## src/rtl/dbfm_pkg.sv

```systemverilog
// ----------------------------------------------------------------------------
// dbfm_pkg
// Shared types and constants of the double-buffer frame manager.
// ----------------------------------------------------------------------------
package dbfm_pkg;

    localparam int CMD_W      = 3;
    localparam int LEN_W      = 24;
    localparam int SEQ_W      = 32;
    localparam int CNT_W      = 32;
    localparam int CFG_IDX_W  = 1;
    localparam int CFG_DATA_W = 24;
    localparam int IN_DATA_W  = 64;   // 57 bits of fields, padded to bytes
    localparam int OUT_DATA_W = 184;  // 178 bits of fields, padded to bytes

    localparam logic [CMD_W-1:0] CMD_ACQUIRE   = 3'd0;
    localparam logic [CMD_W-1:0] CMD_COMMIT    = 3'd1;
    localparam logic [CMD_W-1:0] CMD_DROP      = 3'd2;
    localparam logic [CMD_W-1:0] CMD_GET_READY = 3'd3;
    localparam logic [CMD_W-1:0] CMD_RELEASE   = 3'd4;

    localparam logic [CFG_IDX_W-1:0] REG_DROP_OLDEST     = 1'd0;
    localparam logic [CFG_IDX_W-1:0] REG_MAX_FRAME_BYTES = 1'd1;

    localparam logic [LEN_W-1:0] MIN_FRAME_BYTES = 24'd1024;

    typedef enum logic [1:0] {
        BUF_EMPTY   = 2'd0,
        BUF_WRITING = 2'd1,
        BUF_READY   = 2'd2,
        BUF_READING = 2'd3
    } buf_status_t;

    typedef enum logic {
        ST_IDLE = 1'b0,
        ST_EXEC = 1'b1
    } ctrl_state_t;

    // commands from controller to datapath
    typedef struct packed {
        logic load;   // capture the incoming request
        logic exec;   // apply the held request and load the result register
    } dbfm_ctrl_t;

endpackage

```

## src/rtl/dbfm_ctrl.sv

```systemverilog
// ----------------------------------------------------------------------------
// dbfm_ctrl
// Sequencer: takes a request, runs it through the datapath and owns the
// result valid flag.
// ----------------------------------------------------------------------------
module dbfm_ctrl (
    input  logic                clk,
    input  logic                rst_n,
    input  logic                s_tvalid,
    output logic                s_tready,
    output logic                m_tvalid,
    input  logic                m_tready,
    output dbfm_pkg::dbfm_ctrl_t ctl
);

    dbfm_pkg::ctrl_state_t state_reg, state_next;
    logic                  out_valid_reg, out_valid_next;
    logic                  exec_ok;

    // the result register is free when empty or being taken this cycle
    assign exec_ok = (state_reg == dbfm_pkg::ST_EXEC) && (!out_valid_reg || m_tready);

    always_comb
    begin
        state_next = state_reg;
        unique case (state_reg)
            dbfm_pkg::ST_IDLE:
            begin
                if (s_tvalid)
                begin
                    state_next = dbfm_pkg::ST_EXEC;
                end
            end
            dbfm_pkg::ST_EXEC:
            begin
                if (exec_ok)
                begin
                    state_next = dbfm_pkg::ST_IDLE;
                end
            end
            default:
            begin
                state_next = dbfm_pkg::ST_IDLE;
            end
        endcase
    end

    always_comb
    begin
        s_tready       = (state_reg == dbfm_pkg::ST_IDLE);
        ctl.load       = s_tready && s_tvalid;
        ctl.exec       = exec_ok;
        out_valid_next = out_valid_reg;
        if (exec_ok)
        begin
            out_valid_next = 1'b1;
        end
        else if (m_tready)
        begin
            out_valid_next = 1'b0;
        end
        m_tvalid = out_valid_reg;
    end

    always_ff @(posedge clk or negedge rst_n)
    begin
        if (!rst_n)
        begin
            state_reg     <= dbfm_pkg::ST_IDLE;
            out_valid_reg <= 1'b0;
        end
        else
        begin
            state_reg     <= state_next;
            out_valid_reg <= out_valid_next;
        end
    end

endmodule

```

## src/rtl/dbfm_datapath.sv

```systemverilog
// ----------------------------------------------------------------------------
// dbfm_datapath
// Buffer status, stored frame info, counters, configuration and the
// request and result registers.
// ----------------------------------------------------------------------------
module dbfm_datapath (
    input  logic                                clk,
    input  logic                                rst_n,
    input  dbfm_pkg::dbfm_ctrl_t                ctl,
    input  logic [dbfm_pkg::CMD_W-1:0]          in_cmd,
    input  logic [dbfm_pkg::IN_DATA_W-1:0]      in_data,
    input  logic                                cfg_we,
    input  logic [dbfm_pkg::CFG_IDX_W-1:0]      cfg_index,
    input  logic [dbfm_pkg::CFG_DATA_W-1:0]     cfg_data,
    output logic [dbfm_pkg::OUT_DATA_W-1:0]     out_data
);

    // held request
    logic [dbfm_pkg::CMD_W-1:0] cmd_reg;
    logic [dbfm_pkg::LEN_W-1:0] flen_reg;
    logic [dbfm_pkg::SEQ_W-1:0] fseq_reg;
    logic                       tok_reg;

    // configuration
    logic                       drop_oldest_reg;
    logic [dbfm_pkg::LEN_W-1:0] max_bytes_reg;

    // buffer state
    dbfm_pkg::buf_status_t      status_reg [2];
    dbfm_pkg::buf_status_t      status_next [2];
    logic [dbfm_pkg::LEN_W-1:0] len_reg [2];
    logic [dbfm_pkg::LEN_W-1:0] len_next [2];
    logic [dbfm_pkg::SEQ_W-1:0] seq_reg [2];
    logic [dbfm_pkg::SEQ_W-1:0] seq_next [2];
    logic                       wr_idx_reg, wr_idx_next;
    logic [dbfm_pkg::CNT_W-1:0] ok_reg, ok_next;
    logic [dbfm_pkg::CNT_W-1:0] drop_reg, drop_next;
    logic [dbfm_pkg::CNT_W-1:0] bad_reg, bad_next;

    // result fields
    logic                       granted;
    logic                       buf_idx;
    logic [dbfm_pkg::LEN_W-1:0] cap;
    logic [dbfm_pkg::LEN_W-1:0] rlen;
    logic [dbfm_pkg::SEQ_W-1:0] rseq;
    logic [dbfm_pkg::LEN_W-1:0] cap_clamped;
    logic [dbfm_pkg::OUT_DATA_W-1:0] out_data_reg;

    assign cap_clamped = (max_bytes_reg < dbfm_pkg::MIN_FRAME_BYTES) ?
                         dbfm_pkg::MIN_FRAME_BYTES : max_bytes_reg;

    always_comb
    begin
        logic w;
        logic ok;
        status_next = status_reg;
        len_next    = len_reg;
        seq_next    = seq_reg;
        wr_idx_next = wr_idx_reg;
        ok_next     = ok_reg;
        drop_next   = drop_reg;
        bad_next    = bad_reg;
        granted     = 1'b0;
        buf_idx     = 1'b0;
        cap         = '0;
        rlen        = '0;
        rseq        = '0;
        w           = wr_idx_reg;
        ok          = 1'b1;
        unique case (cmd_reg)
            dbfm_pkg::CMD_ACQUIRE:
            begin
                if (status_reg[w] != dbfm_pkg::BUF_EMPTY &&
                    status_reg[~w] == dbfm_pkg::BUF_EMPTY)
                begin
                    w = ~w;
                end
                if (status_reg[w] != dbfm_pkg::BUF_EMPTY)
                begin
                    drop_next = drop_reg + 32'd1;
                    // reclaim a ready frame, buffer 0 first
                    if (drop_oldest_reg && status_reg[0] == dbfm_pkg::BUF_READY)
                    begin
                        w           = 1'b0;
                        len_next[0] = '0;
                    end
                    else if (drop_oldest_reg && status_reg[1] == dbfm_pkg::BUF_READY)
                    begin
                        w           = 1'b1;
                        len_next[1] = '0;
                    end
                    else
                    begin
                        ok = 1'b0;
                    end
                end
                if (ok)
                begin
                    wr_idx_next    = w;
                    status_next[w] = dbfm_pkg::BUF_WRITING;
                    granted        = 1'b1;
                    buf_idx        = w;
                    cap            = cap_clamped;
                end
            end
            dbfm_pkg::CMD_COMMIT:
            begin
                status_next[wr_idx_reg] = dbfm_pkg::BUF_READY;
                len_next[wr_idx_reg]    = flen_reg;
                seq_next[wr_idx_reg]    = fseq_reg;
                ok_next                 = ok_reg + 32'd1;
                wr_idx_next             = ~wr_idx_reg;
            end
            dbfm_pkg::CMD_DROP:
            begin
                bad_next = bad_reg + 32'd1;
                if (status_reg[wr_idx_reg] == dbfm_pkg::BUF_WRITING)
                begin
                    status_next[wr_idx_reg] = dbfm_pkg::BUF_EMPTY;
                    len_next[wr_idx_reg]    = '0;
                end
            end
            dbfm_pkg::CMD_GET_READY:
            begin
                if (status_reg[0] == dbfm_pkg::BUF_READY)
                begin
                    status_next[0] = dbfm_pkg::BUF_READING;
                    granted        = 1'b1;
                    buf_idx        = 1'b0;
                    rlen           = len_reg[0];
                    rseq           = seq_reg[0];
                end
                else if (status_reg[1] == dbfm_pkg::BUF_READY)
                begin
                    status_next[1] = dbfm_pkg::BUF_READING;
                    granted        = 1'b1;
                    buf_idx        = 1'b1;
                    rlen           = len_reg[1];
                    rseq           = seq_reg[1];
                end
            end
            dbfm_pkg::CMD_RELEASE:
            begin
                status_next[tok_reg] = dbfm_pkg::BUF_EMPTY;
                len_next[tok_reg]    = '0;
            end
            default:
            begin
                // unknown command: no change, refusal result
            end
        endcase
    end

    always_ff @(posedge clk or negedge rst_n)
    begin
        if (!rst_n)
        begin
            drop_oldest_reg <= 1'b0;
            max_bytes_reg   <= dbfm_pkg::MIN_FRAME_BYTES;
            status_reg[0]   <= dbfm_pkg::BUF_EMPTY;
            status_reg[1]   <= dbfm_pkg::BUF_EMPTY;
            len_reg[0]      <= '0;
            len_reg[1]      <= '0;
            seq_reg[0]      <= '0;
            seq_reg[1]      <= '0;
            wr_idx_reg      <= 1'b0;
            ok_reg          <= '0;
            drop_reg        <= '0;
            bad_reg         <= '0;
        end
        else
        begin
            if (cfg_we)
            begin
                unique case (cfg_index)
                    dbfm_pkg::REG_DROP_OLDEST:     drop_oldest_reg <= cfg_data[0];
                    dbfm_pkg::REG_MAX_FRAME_BYTES: max_bytes_reg   <= cfg_data;
                    default:                       ;
                endcase
            end
            if (ctl.exec)
            begin
                status_reg <= status_next;
                len_reg    <= len_next;
                seq_reg    <= seq_next;
                wr_idx_reg <= wr_idx_next;
                ok_reg     <= ok_next;
                drop_reg   <= drop_next;
                bad_reg    <= bad_next;
            end
        end
    end

    // request and result payload registers
    always_ff @(posedge clk)
    begin
        if (ctl.load)
        begin
            cmd_reg  <= in_cmd;
            flen_reg <= in_data[23:0];
            fseq_reg <= in_data[55:24];
            tok_reg  <= in_data[56];
        end
        if (ctl.exec)
        begin
            out_data_reg <= {6'd0, bad_next, drop_next, ok_next, rseq, rlen, cap,
                             buf_idx, granted};
        end
    end

    assign out_data = out_data_reg;

endmodule

```

## src/rtl/double_buffer_frame_manager.sv

```systemverilog
// ----------------------------------------------------------------------------
// double_buffer_frame_manager
// Ping-pong frame manager: tracks two frame buffers through free, writing,
// ready and reading, and counts committed, dropped and aborted frames.
//
//   channel   dir   width        contents
//   s_*       in    64 + 3 user  one request: command and its arguments
//   m_*       out   184          one result per request
//   cfg_*     in    1 + 24       register writes, no read-back
//
// Each request is captured first, then applied: the buffer state and
// counters are updated and the result register is loaded.
// A new request is taken while the previous result still waits in the
// result register; a stalled result holds back the update of the next one.
// Reset frees both buffers, clears stored info and counters, and sets the
// capacity to 1024 bytes with drop-oldest off.
// ----------------------------------------------------------------------------
module double_buffer_frame_manager (
    input  logic                                clk,
    input  logic                                rst_n,
    input  logic                                s_tvalid,
    output logic                                s_tready,
    // [23:0] frame_length, [55:24] frame_seq, [56] release_token
    input  logic [dbfm_pkg::IN_DATA_W-1:0]      s_tdata,
    // [2:0] command
    input  logic [dbfm_pkg::CMD_W-1:0]          s_tuser,
    output logic                                m_tvalid,
    input  logic                                m_tready,
    // [0] granted, [1] buffer_index, [25:2] frame_capacity,
    // [49:26] ready_length, [81:50] ready_seq, [113:82] ok_count,
    // [145:114] drop_count, [177:146] bad_count
    output logic [dbfm_pkg::OUT_DATA_W-1:0]     m_tdata,
    input  logic                                cfg_we,
    input  logic [dbfm_pkg::CFG_IDX_W-1:0]      cfg_index,
    input  logic [dbfm_pkg::CFG_DATA_W-1:0]     cfg_data
);

    dbfm_pkg::dbfm_ctrl_t ctl;

    dbfm_ctrl u_ctrl (
        .clk      (clk),
        .rst_n    (rst_n),
        .s_tvalid (s_tvalid),
        .s_tready (s_tready),
        .m_tvalid (m_tvalid),
        .m_tready (m_tready),
        .ctl      (ctl)
    );

    dbfm_datapath u_datapath (
        .clk       (clk),
        .rst_n     (rst_n),
        .ctl       (ctl),
        .in_cmd    (s_tuser),
        .in_data   (s_tdata),
        .cfg_we    (cfg_we),
        .cfg_index (cfg_index),
        .cfg_data  (cfg_data),
        .out_data  (m_tdata)
    );

endmodule
```

## config.mk

```make
export PLATFORM = sky130hd
export DESIGN_NAME = double_buffer_frame_manager
export DESIGN_NICKNAME = d
export VERILOG_FILES = /design/src/rtl/dbfm_pkg.sv /design/src/rtl/dbfm_ctrl.sv /design/src/rtl/dbfm_datapath.sv /design/src/rtl/double_buffer_frame_manager.sv
export SDC_FILE = /design/constraint.sdc
export NUM_CORES = 1
export LEC_CHECK = 0
export ABC_CLOCK_PERIOD_IN_PS = 6470
export BUFFER_PORTS_ARGS = -buffer_cell sky130_fd_sc_hd__buf_2
export CAP_MARGIN = 10
export CORE_MARGIN = 3
export CORE_UTILIZATION = 54
export CTS_BUF_LIST = sky130_fd_sc_hd__clkbuf_8
export DETAILED_ROUTE_END_ITERATION = 8
export GPL_TIMING_DRIVEN = 1
export PLACE_DENSITY = 0.79
export SLEW_MARGIN = 10
export SYNTH_ARGS = -nofsm -noshare
export SYNTH_HDL_FRONTEND = slang
export SYNTH_SLANG_ARGS = --single-unit
```

## constraint.sdc

```tcl
create_clock -name clk -period 6.47 [get_ports clk]
set_input_delay 0.647 -clock clk [delete_from_list [all_inputs] [get_ports clk]]
set_output_delay 0.647 -clock clk [all_outputs]
set_load 0.01 [all_outputs]
```

# Yosys cells after proc, flatten, opt, wreduce, memory -nomap -nowiden
# Cells that the tools add are included.
[totals] regBits=478 word_cells=170 in_bits=97
[classes] n_eq_ne=16 magnitude_cmp=9 muxes=68 reduce_logical=28 bitwise_logic=24 addsub=3
[ops] op="$mux W32" n=7
[ops] op="$pmux W48 S4" n=1
[ops] op="$mux W24" n=7
[ops] op="$add A32 B1 Y32 const B" n=3
[ops] op="$and A48 B48 Y48" n=2
[ops] op="$mux W48" n=2
[ops] op="$not A48 Y48" n=2
[ops] op="$bwmux W64" n=1
[ops] op="$bwmux W48" n=1
[ops] op="$demux W24 S1" n=2
[ops] op="$demux W32 S1" n=1
[ops] op="$mux W2" n=15
[ops] op="$lt A24 B11 Y1 const B" n=1
[ops] op="$mux W1" n=20
[ops] op="$pmux W4 S5" n=1
[ops] op="$ne A2 B1 Y1 const B" n=7
[ops] op="$reduce_and A6 Y1" n=2
[ops] op="$mux W11" n=1
[ops] op="$ge A2 B2 Y1 const B" n=5
[ops] op="$not A1 Y2" n=5
[ops] op="$reduce_and A5 Y1" n=2
[ops] op="$and A4 B4 Y4" n=2
[ops] op="$logic_and A1 B1 Y1" n=8
[ops] op="$mux W4" n=2
[ops] op="24 further kinds" n=48

# Logic depth before layout (Yosys ltp)
# Gate-level depths: netlist of the first run.
[depth] word_depth=25 mapped_depth=9 ltp_nobuf=6

# Modules after synthesis
# A second synthesis of the first run with hierarchy kept.
[unflattened] cells_unflattened=1479 hier_area_um2=19692.6
[by_module_without_submodules] mod="dbfm_datapath" instances=1 cells_each=1470 area_per_inst_um2=19591.3
[by_module_without_submodules] mod="dbfm_ctrl" instances=1 cells_each=9 area_per_inst_um2=101.3

# Worst setup path before layout of the first run
# No wires, ideal clock.
[synth_timing] path_kind="input port to flip-flop" from="in m_tready" to="reg u_datapath.bad_reg[2] (netlist bit)" t_arrival_ns=7.130 cell_stages=7 path_slack_ns=-0.763 path_buffers=2 cell_sequence="nand2b_1 -> nand2_1 -> clkinv_1 -> clkbuf_1 -> clkbuf_1 -> nand3_1 -> xnor2_1"
[synth_rtl] element="start: declaration" line_no="double_buffer_frame_manager.sv:28" rtl="input logic m_tready,"
[synth_rtl] element="end signal: assignment" line_no="dbfm_datapath.sv:189" rtl="bad_reg <= bad_next;"
[synth_rtl] element="end: declaration" line_no="dbfm_datapath.sv:38" rtl="logic [dbfm_pkg::CNT_W-1:0] bad_reg, bad_next;"

# Final worst setup path of the first run
[layout_timing] from="reg u_datapath.cmd_reg[0] (netlist bit)" to="reg u_datapath.len_reg[9] (netlist bit)"
[layout_between] elab_chain_len=3 word_cells_on_any_way=11 classes_between="eq/ne (7); mux (1); reduce/logical (3)"
[layout_rtl] element="start: declaration" line_no="dbfm_datapath.sv:19" rtl="logic [dbfm_pkg::CMD_W-1:0] cmd_reg;"
[layout_rtl] element="start signal: assignment" line_no="dbfm_datapath.sv:199" rtl="cmd_reg <= in_cmd;"
[layout_rtl] element="$eq A3 B2 Y1 (tied with other cells)" line_no="dbfm_datapath.sv:70" rtl="unique case (cmd_reg)"
[layout_rtl] element="$ne A2 B1 Y1 (no line) (tied with other cells)"
[layout_rtl] element="$reduce_and A6 Y1 (no line)"
[layout_rtl] element="end signal: assignment" line_no="dbfm_datapath.sv:184" rtl="len_reg <= len_next;"
[layout_rtl] element="end: declaration" line_no="dbfm_datapath.sv:31" rtl="logic [dbfm_pkg::LEN_W-1:0] len_reg [2];"
# Several ways; a longest one is shown, not always the timed one.
# A chain may end at the register's enable or synchronous reset.

==> results of run 1 <==
==> cells in the final DEF (no fill, tap or decap), drive strengths merged, types with 4 or more instances in the layout <==
master and n:
nor4 9, dfrtp 239, mux2 91, or3 7, o22ai 29, clkbuf 89
conb 6, and3 29, a21oi 11, nand2b 6, or3b 4, nand3 41
nor3 48, and2 16, buf 283, xnor2 91, o21ai 27, inv 74
nand4 30, edfxtp 238, clkinv 24, nand2 81, xor2 97, nor2b 5
and4 8, a22o 80, nor2 116
==> final timing paths <==
| kind | from | to | slack (ps) | cells past startpoint |
|---|---|---|---|---|
| setup / recovery | u_datapath.cmd_reg[0] | u_datapath.len_reg[9] | 3360 | 5 |
| hold / removal | rst_n | u_datapath.seq_reg[1] | 50 | 1 |
| setup reg to reg | u_datapath.cmd_reg[0] | u_datapath.len_reg[9] | 3360 | 5 |
| hold reg to reg | u_datapath.drop_reg[31] | u_datapath.drop_reg[31] | 490 | 1 |
| max in group asynchronous | rst_n | u_datapath.wr_idx_reg | 5050 | 2 |
| min in group clk | s_tdata[21] | u_datapath.flen_reg[21] | 190 | 1 |
==> stage by stage <==
step                      cell area, sq um  instances  worst slack (ps)
after detailed placement             21500       2135              3284
after CTS                            22980       2279              3379
after global placement               21500       2135              3280
after floorplan                      19750       1470              2107
after global routing                 22990       2280              3165
final                                22990       2282              3359
==> area by class of cell <==
class                      instances  area, sq um  share of cell area, %
clock inverter                    55        256.5                  1.116
multi-input combinational        870         6128                  26.66
timing repair buffer             283         1474                  6.411
clock buffer                      89         1225                  5.328
antenna                            3        7.507                0.03265
tap                              461        576.8                  2.509
inverter                          43        168.9                 0.7347
sequential                       478        13150                  57.21
==> per-layer routing <==
metal  vias up  GRT usage (%)  part of all wire (%)
met4         6          7.920                   2.3
met5         -              0                 0.078
li1       5836              -                     -
met2       434          34.53                    48
met3        72          5.356                   7.1
met1      6196          29.33                    43
==> critical path, stage by stage (launching register included) <==
cell,delay [ps]
edfxtp_1,680
or3b_1,640
o21ai_0,160
nor3_1,110
or4_1,1000
a22o_1,370
==> logic make-up (layout without fill, tap and decap cells) <==
logic type	count (synthesis)	after routing	synth area share, %
AO/OA/AOI/OAI	171	171	6.417
XOR/XNOR	188	188	8.345
adder cells (fa/ha/maj)	3	3	0.1903
buffers and inverters	122	470	2.619
flip-flops	478	478	66.66
multiplexers	91	91	5.193
other	1	9	0.01901
AND/OR/NAND/NOR	411	411	10.55
==> where the power goes <==
group	switching (W)	internal (W)	total [W]
sequential	0.000428	0.00415	0.00458
combinational	0.00113	0.000708	0.00184
clock	0.00118	0.00127	0.00245
==> impl_metrics.csv, run 1 <==
group,metric,value,unit
run_status,outcome,"finished clean",
yosys,synth_most_common_cell,"dfrtp_1",
die,die-height,197.2,um
critical_path,crit_fanout,24,
sta,worst_slew_pin_slew,1063,ps
die,start_util,55.07,%
yosys,ys_types,64,
clock_network,cts_resized,0,
die,core,35830,sq um
global_routing,grt_pass1_wl,67.21,mm
yosys,synthCells,1465,
yosys,yosys.area.top_type,"edfxtp_1",
clock_network,cts-htree-levels,3,
placed_design,io_buffers,269,
die,rows,69,
yosys,syn_area,19730,sq um
global_routing,antenna_found_initial,5,
sta,relSlewSlack,29.17,%
layout,largest_reg_flops,178,
route,drt-total-wl,42.11,mm
pwr,peakVddDrop,0.0003592,V
yosys,synth_warnings,0,
layout,nets,1853,
yosys,synthTopCellsByArea,"edfxtp_1 36%, dfrtp_1 30%, mux2_2 5.2%",
yosys,synth-edff-count,238,
sta,fin_setup_tns,0,ps
clock_network,cts_buffers,77,
critical_path,start_kind,"flop",
clock_network,clkTransAtPathRegs,60,ps
route,first_pass_iters,5,
layout,syn2layout_area_growth,16.52,%
yosys,yosys_most_used_dff,"dfrtp_1",
job,maxCapViolations,0,
sta,clock_skew,32.60,ps
clock_network,cts_root_buffer,"clkbuf_8",
route,drtIter0Drc,952,
critical_path,critPathKind,"reg2reg",
pwr,p_leak,10.14,nW
route,drc_errors,0,
sta,rsz0062_at_grt,"no",
route,viasPerCell,5.497,
yosys,ys_ff_latch,478,
sta,period_share,48.08,%
sta,max_freq,321.5,MHz
clock_network,ctsLongestPathBuffers,3,
pwr,total_power,0.008873,W
yosys,synth_top_area_share,36.22,%
global_routing,grt_usage,21.66,%
route,ant_nets,0,
placed_design,place_hpwl,26.36,mm
critical_path,endpoint_kind,"flop",
clock_network,cts_setup_buffers,0,
yosys,yosysSeqAreaShare,66.66,%
pwr,power_density,385.9,nW/um^2
global_routing,grt_max_degree,153,
min_path,min_path_type,"in2async",
die,die_w,197.2,um
route,num_vias,12540,
sta,slew_viol_final,0,
critical_path,crit_required,6950,ps
global_routing,grt_overflow_total,0,
clock_network,clock_sinks,478,
layout,final_core_util,64.17,%
clock_network,clk_latency,630,ps
die,dieArea,38870,sq um
sta,setup_viol,0,
sta,final-hold-violation-count,0,
sta,fin_crit,3111,ps
placed_design,gp_routability_congestion,0.8708,
layout,drive_above_1_share,27.78,%
sta,hold_slack,48.67,ps
die,io-pin-count,283,
clock_network,cts_tree,"done",
global_routing,grt_pass1_vias,12840,
route,wl_per_cell,18.45,um
layout,nFillCells,2601,
yosys,synth_area_per_cell,13.47,sq um
clock_network,holdBufCountCts,0,
yosys,async_flop_share,50.21,%
critical_path,worstPathArrival,3590,ps
yosys,ys_top_cells_by_count,"239 x dfrtp_1, 238 x edfxtp_1, 115 x nor2_1",
Note: power is estimated with default switching activity, not from simulation.
==> inputs of run 2 (changes only) <==
Settings changed: ABC_AREA from default to 1, ABC_CLOCK_PERIOD_IN_PS 6470 to 2600, PLACE_DENSITY 0.79 to 0.78.
Clock period 6.47 ns to 2.6 ns, I/O delays scaled along.
==> run 2 against run 1 <==
Setup slack got worse by 3100 ps; synthesized area rose by 10%; register-to-register slack got worse by 3100 ps; highest routed layer is now met4; hold slack improved by 140 ps; combinational power rose to 4.1 times the previous value; cell count rose by 42%; critical path depth rose by 6; critical path type unchanged; sequential power rose to 2.6 times the previous value; wire length rose by 29%; maximum frequency rose by 31%.
==> impl_metrics.csv, run 2 <==
group,metric,value,unit
run_status,outcome,"finished clean",
route,num_vias,17400,
min_path,min_path_type,"in2async",
clock_network,clock_sinks,478,
global_routing,grt_max_degree,124,
route,drt-total-wl,54.38,mm
clock_network,cts_buffers,78,
sta,rsz0062_at_grt,"no",
die,die_w,206.5,um
global_routing,grt_usage,25.38,%
pwr,p_leak,11.50,nW
route,first_pass_iters,6,
yosys,synth_most_common_cell,"nand2_1",
clock_network,clk_latency,660,ps
layout,largest_reg_flops,178,
critical_path,critPathMaxStageDelay,500,ps
placed_design,placed_cells,3001,
sta,period_share,91.32,%
yosys,async_flop_share,50.21,%
layout,final_cells,3236,
layout,layout_common_cells,"610 x nand2_1, 272 x inv_1, 268 x buf_2",
critical_path,path_delay_family,"simple AND/OR/NAND/NOR gates",
global_routing,grt_pass1_vias,17050,
layout,nets,2753,
sta,clock_skew,57.93,ps
placed_design,io_buffers,269,
die,core,39190,sq um
die,start_util,55.41,%
pwr,peakVddDrop,0.0006608,V
critical_path,start_kind,"flop",
critical_path,critPathKind,"reg2reg",
clock_network,cts-htree-levels,3,
sta,relSlewSlack,37.17,%
clock_network,cts_setup_buffers,0,
yosys,ys_ff_latch,478,
yosys,ys_types,54,
critical_path,crit_chain,"ha_1 > nand3_1 > inv_1 > nand2_1 > inv_1 > nand3_1 > inv_1 > nand2_1 > nor2_8 > nand3_1 > and2_1",
critical_path,critPathBufInv,3,
layout,nFillCells,2907,
yosys,yosys.area.top_type,"edfxtp_1",
critical_path,slowest_stage,"dfrtp_1",
layout,finish.instance_area,26060,sq um
die,die-height,206.5,um
placed_design,dp_slack,258.5,ps
critical_path,endpoint_kind,"flop",
clock_network,clkTransAtPathRegs,60,ps
global_routing,grt_overflow_total,0,
yosys,yosysSeqAreaShare,60.58,%
job,maxCapViolations,0,
placed_design,place_hpwl,33.82,mm
layout,drive_above_1_share,18.32,%
sta,max_freq,421.2,MHz
critical_path,cp-startpoint,"u_datapath.drop_reg[0]",
placed_design,place_area,23560,sq um
layout,n_antenna_cell,0,
placed_design,gp_routability_congestion,0.8835,
sta,worst_slew_pin_slew,941.4,ps
critical_path,crit_required,2990,ps
sta,final-hold-violation-count,0,
clock_network,cts_root_buffer,"clkbuf_8",
yosys,synthTopCellsByArea,"edfxtp_1 33%, dfrtp_1 28%, nand2_1 11%",
die,dieArea,42650,sq um
sta,fin_setup_tns,0,ps
yosys,syn_area,21710,sq um
sta,fin_ws,225.6,ps
critical_path,worstReg2RegStart,"u_datapath.drop_reg[0]",
yosys,ys_top_cells_by_count,"613 x nand2_1, 249 x inv_1, 239 x dfrtp_1",
critical_path,crit_fanout,13,
layout,layout_commonest_cell,"nand2_1",
yosys,synth_top_area_share,32.91,%
clock_network,ctsLongestPathBuffers,3,
yosys,synth_warnings,0,
die,io-pin-count,283,
global_routing,grt_pass1_wl,86.89,mm
sta,setup_viol,0,
layout,syn2layout_area_growth,20.04,%
yosys,synth-edff-count,238,
sta,fin_crit,2374,ps
global_routing,antenna_found_initial,0,
route,viasPerCell,5.377,
critical_path,worstPathArrival,2760,ps
yosys,yosys_most_used_dff,"dfrtp_1",
route,wl_per_cell,16.81,um
route,ant_nets,0,
clock_network,cts_tree,"done",
die,rows,72,
sta,slew_viol_final,0,
yosys,synth_area_per_cell,9.519,sq um
pwr,power_density,1004,nW/um^2
route,drc_errors,0,
yosys,synthCells,2281,
route,drtIter0Drc,1585,
-- run 2: cell count changes in the layout (fill, tap and decap cells not counted), moves of 28 or more --
cell,previous run,this run
nand2_1,80,610
inv_1,69,272
o21ai_0,27,166
mux2_2,91,0
dlygate4sd3_1,0,89
a22o_1,80,0
nor2_1,112,192
xnor2_1,91,11
xor2_1,97,51
o21ai_1,0,42
nand3_1,41,77
and3_1,29,1
-- run 2: path summary, 6_finish.rpt --
kind,endpoint,depth (start not counted),slack (ps)
setup / recovery,u_datapath.out_data[138],11,230
hold / removal,u_datapath.ok_reg[11],2,190
setup reg to reg,u_datapath.out_data[138],11,230
hold reg to reg,u_datapath.seq_reg[59],2,470
max in group asynchronous,u_datapath.seq_reg[20],3,1520
min in group clk,u_datapath.max_bytes_reg[10],4,240
-- run 2: final cells by class --
class                      instances  area [sq um]  share of cell area [%]
sequential                       478         13160                   50.47
clock buffer                      88          1211                   4.647
tap                              518         648.1                   2.487
timing repair buffer             392          2594                   9.952
clock inverter                    57         394.1                   1.512
multi-input combinational       1441          7066                   27.11
inverter                         262         996.0                   3.821
-- run 2: repair_timing --
| item | 4_1_cts | 5_1_grt |
|---|---|---|
| endpoints found under the hold margin | 156 | 0 |
| hold buffers | 89 | 0 |
| setup endpoints to repair | 0 | 5 |
| resized for setup | 0 | 1 |
-- run 2: power by group --
group	switching, W	internal (W)	leakage [nW]	total [W]
logic	0.00520	0.00231	5.21	0.00750
clock network	0.00309	0.00355	0.918	0.00664
registers	0.00120	0.0108	5.38	0.0120
total	0.00948	0.0167	11.5	0.0262
-- run 2: worst register-to-register path, cell delays in order, from the launching register on --
cell and delay (ps):
dfrtp_1 500, ha_1 240, nand3_1 110, inv_1 130, nand2_1 100, inv_1 100, nand3_1 90, inv_1 90
nand2_1 150, nor2_8 290, nand3_1 140, and2_1 180
-- run 2: cell families after synthesis --
logic type	share of synthesized area, %
DFF	60.58
and+or+nand+nor	19.85
adders and majority gates	0.1729
xor gates and xnor gates	2.501
buffers and inverters	7.117
AOI/OAI and AO/OA	9.762
other	0.01727
-- run 2: stage by stage --
step                utilization, %  power, W  hold WS, ps
floorplan                        -   0.01682       -35.59
global placement             60.11   0.01899        298.4
detailed placement           60.11   0.01938        302.3
CTS                          66.48   0.02618        173.7
global route                 66.51   0.02781        244.6
finish                       66.51   0.02617        185.6
-- run 2: layer usage --
metal	part of all wire [%]	wire, um	vias to the layer above	global-route usage (%)
li1	-	-	8255	-
met1	41	22200	8318	33.29
met2	49	26570	711	41.92
met3	7.9	4283	116	5.922
met4	2.5	1335	0	8.655
met5	0	0	-	0
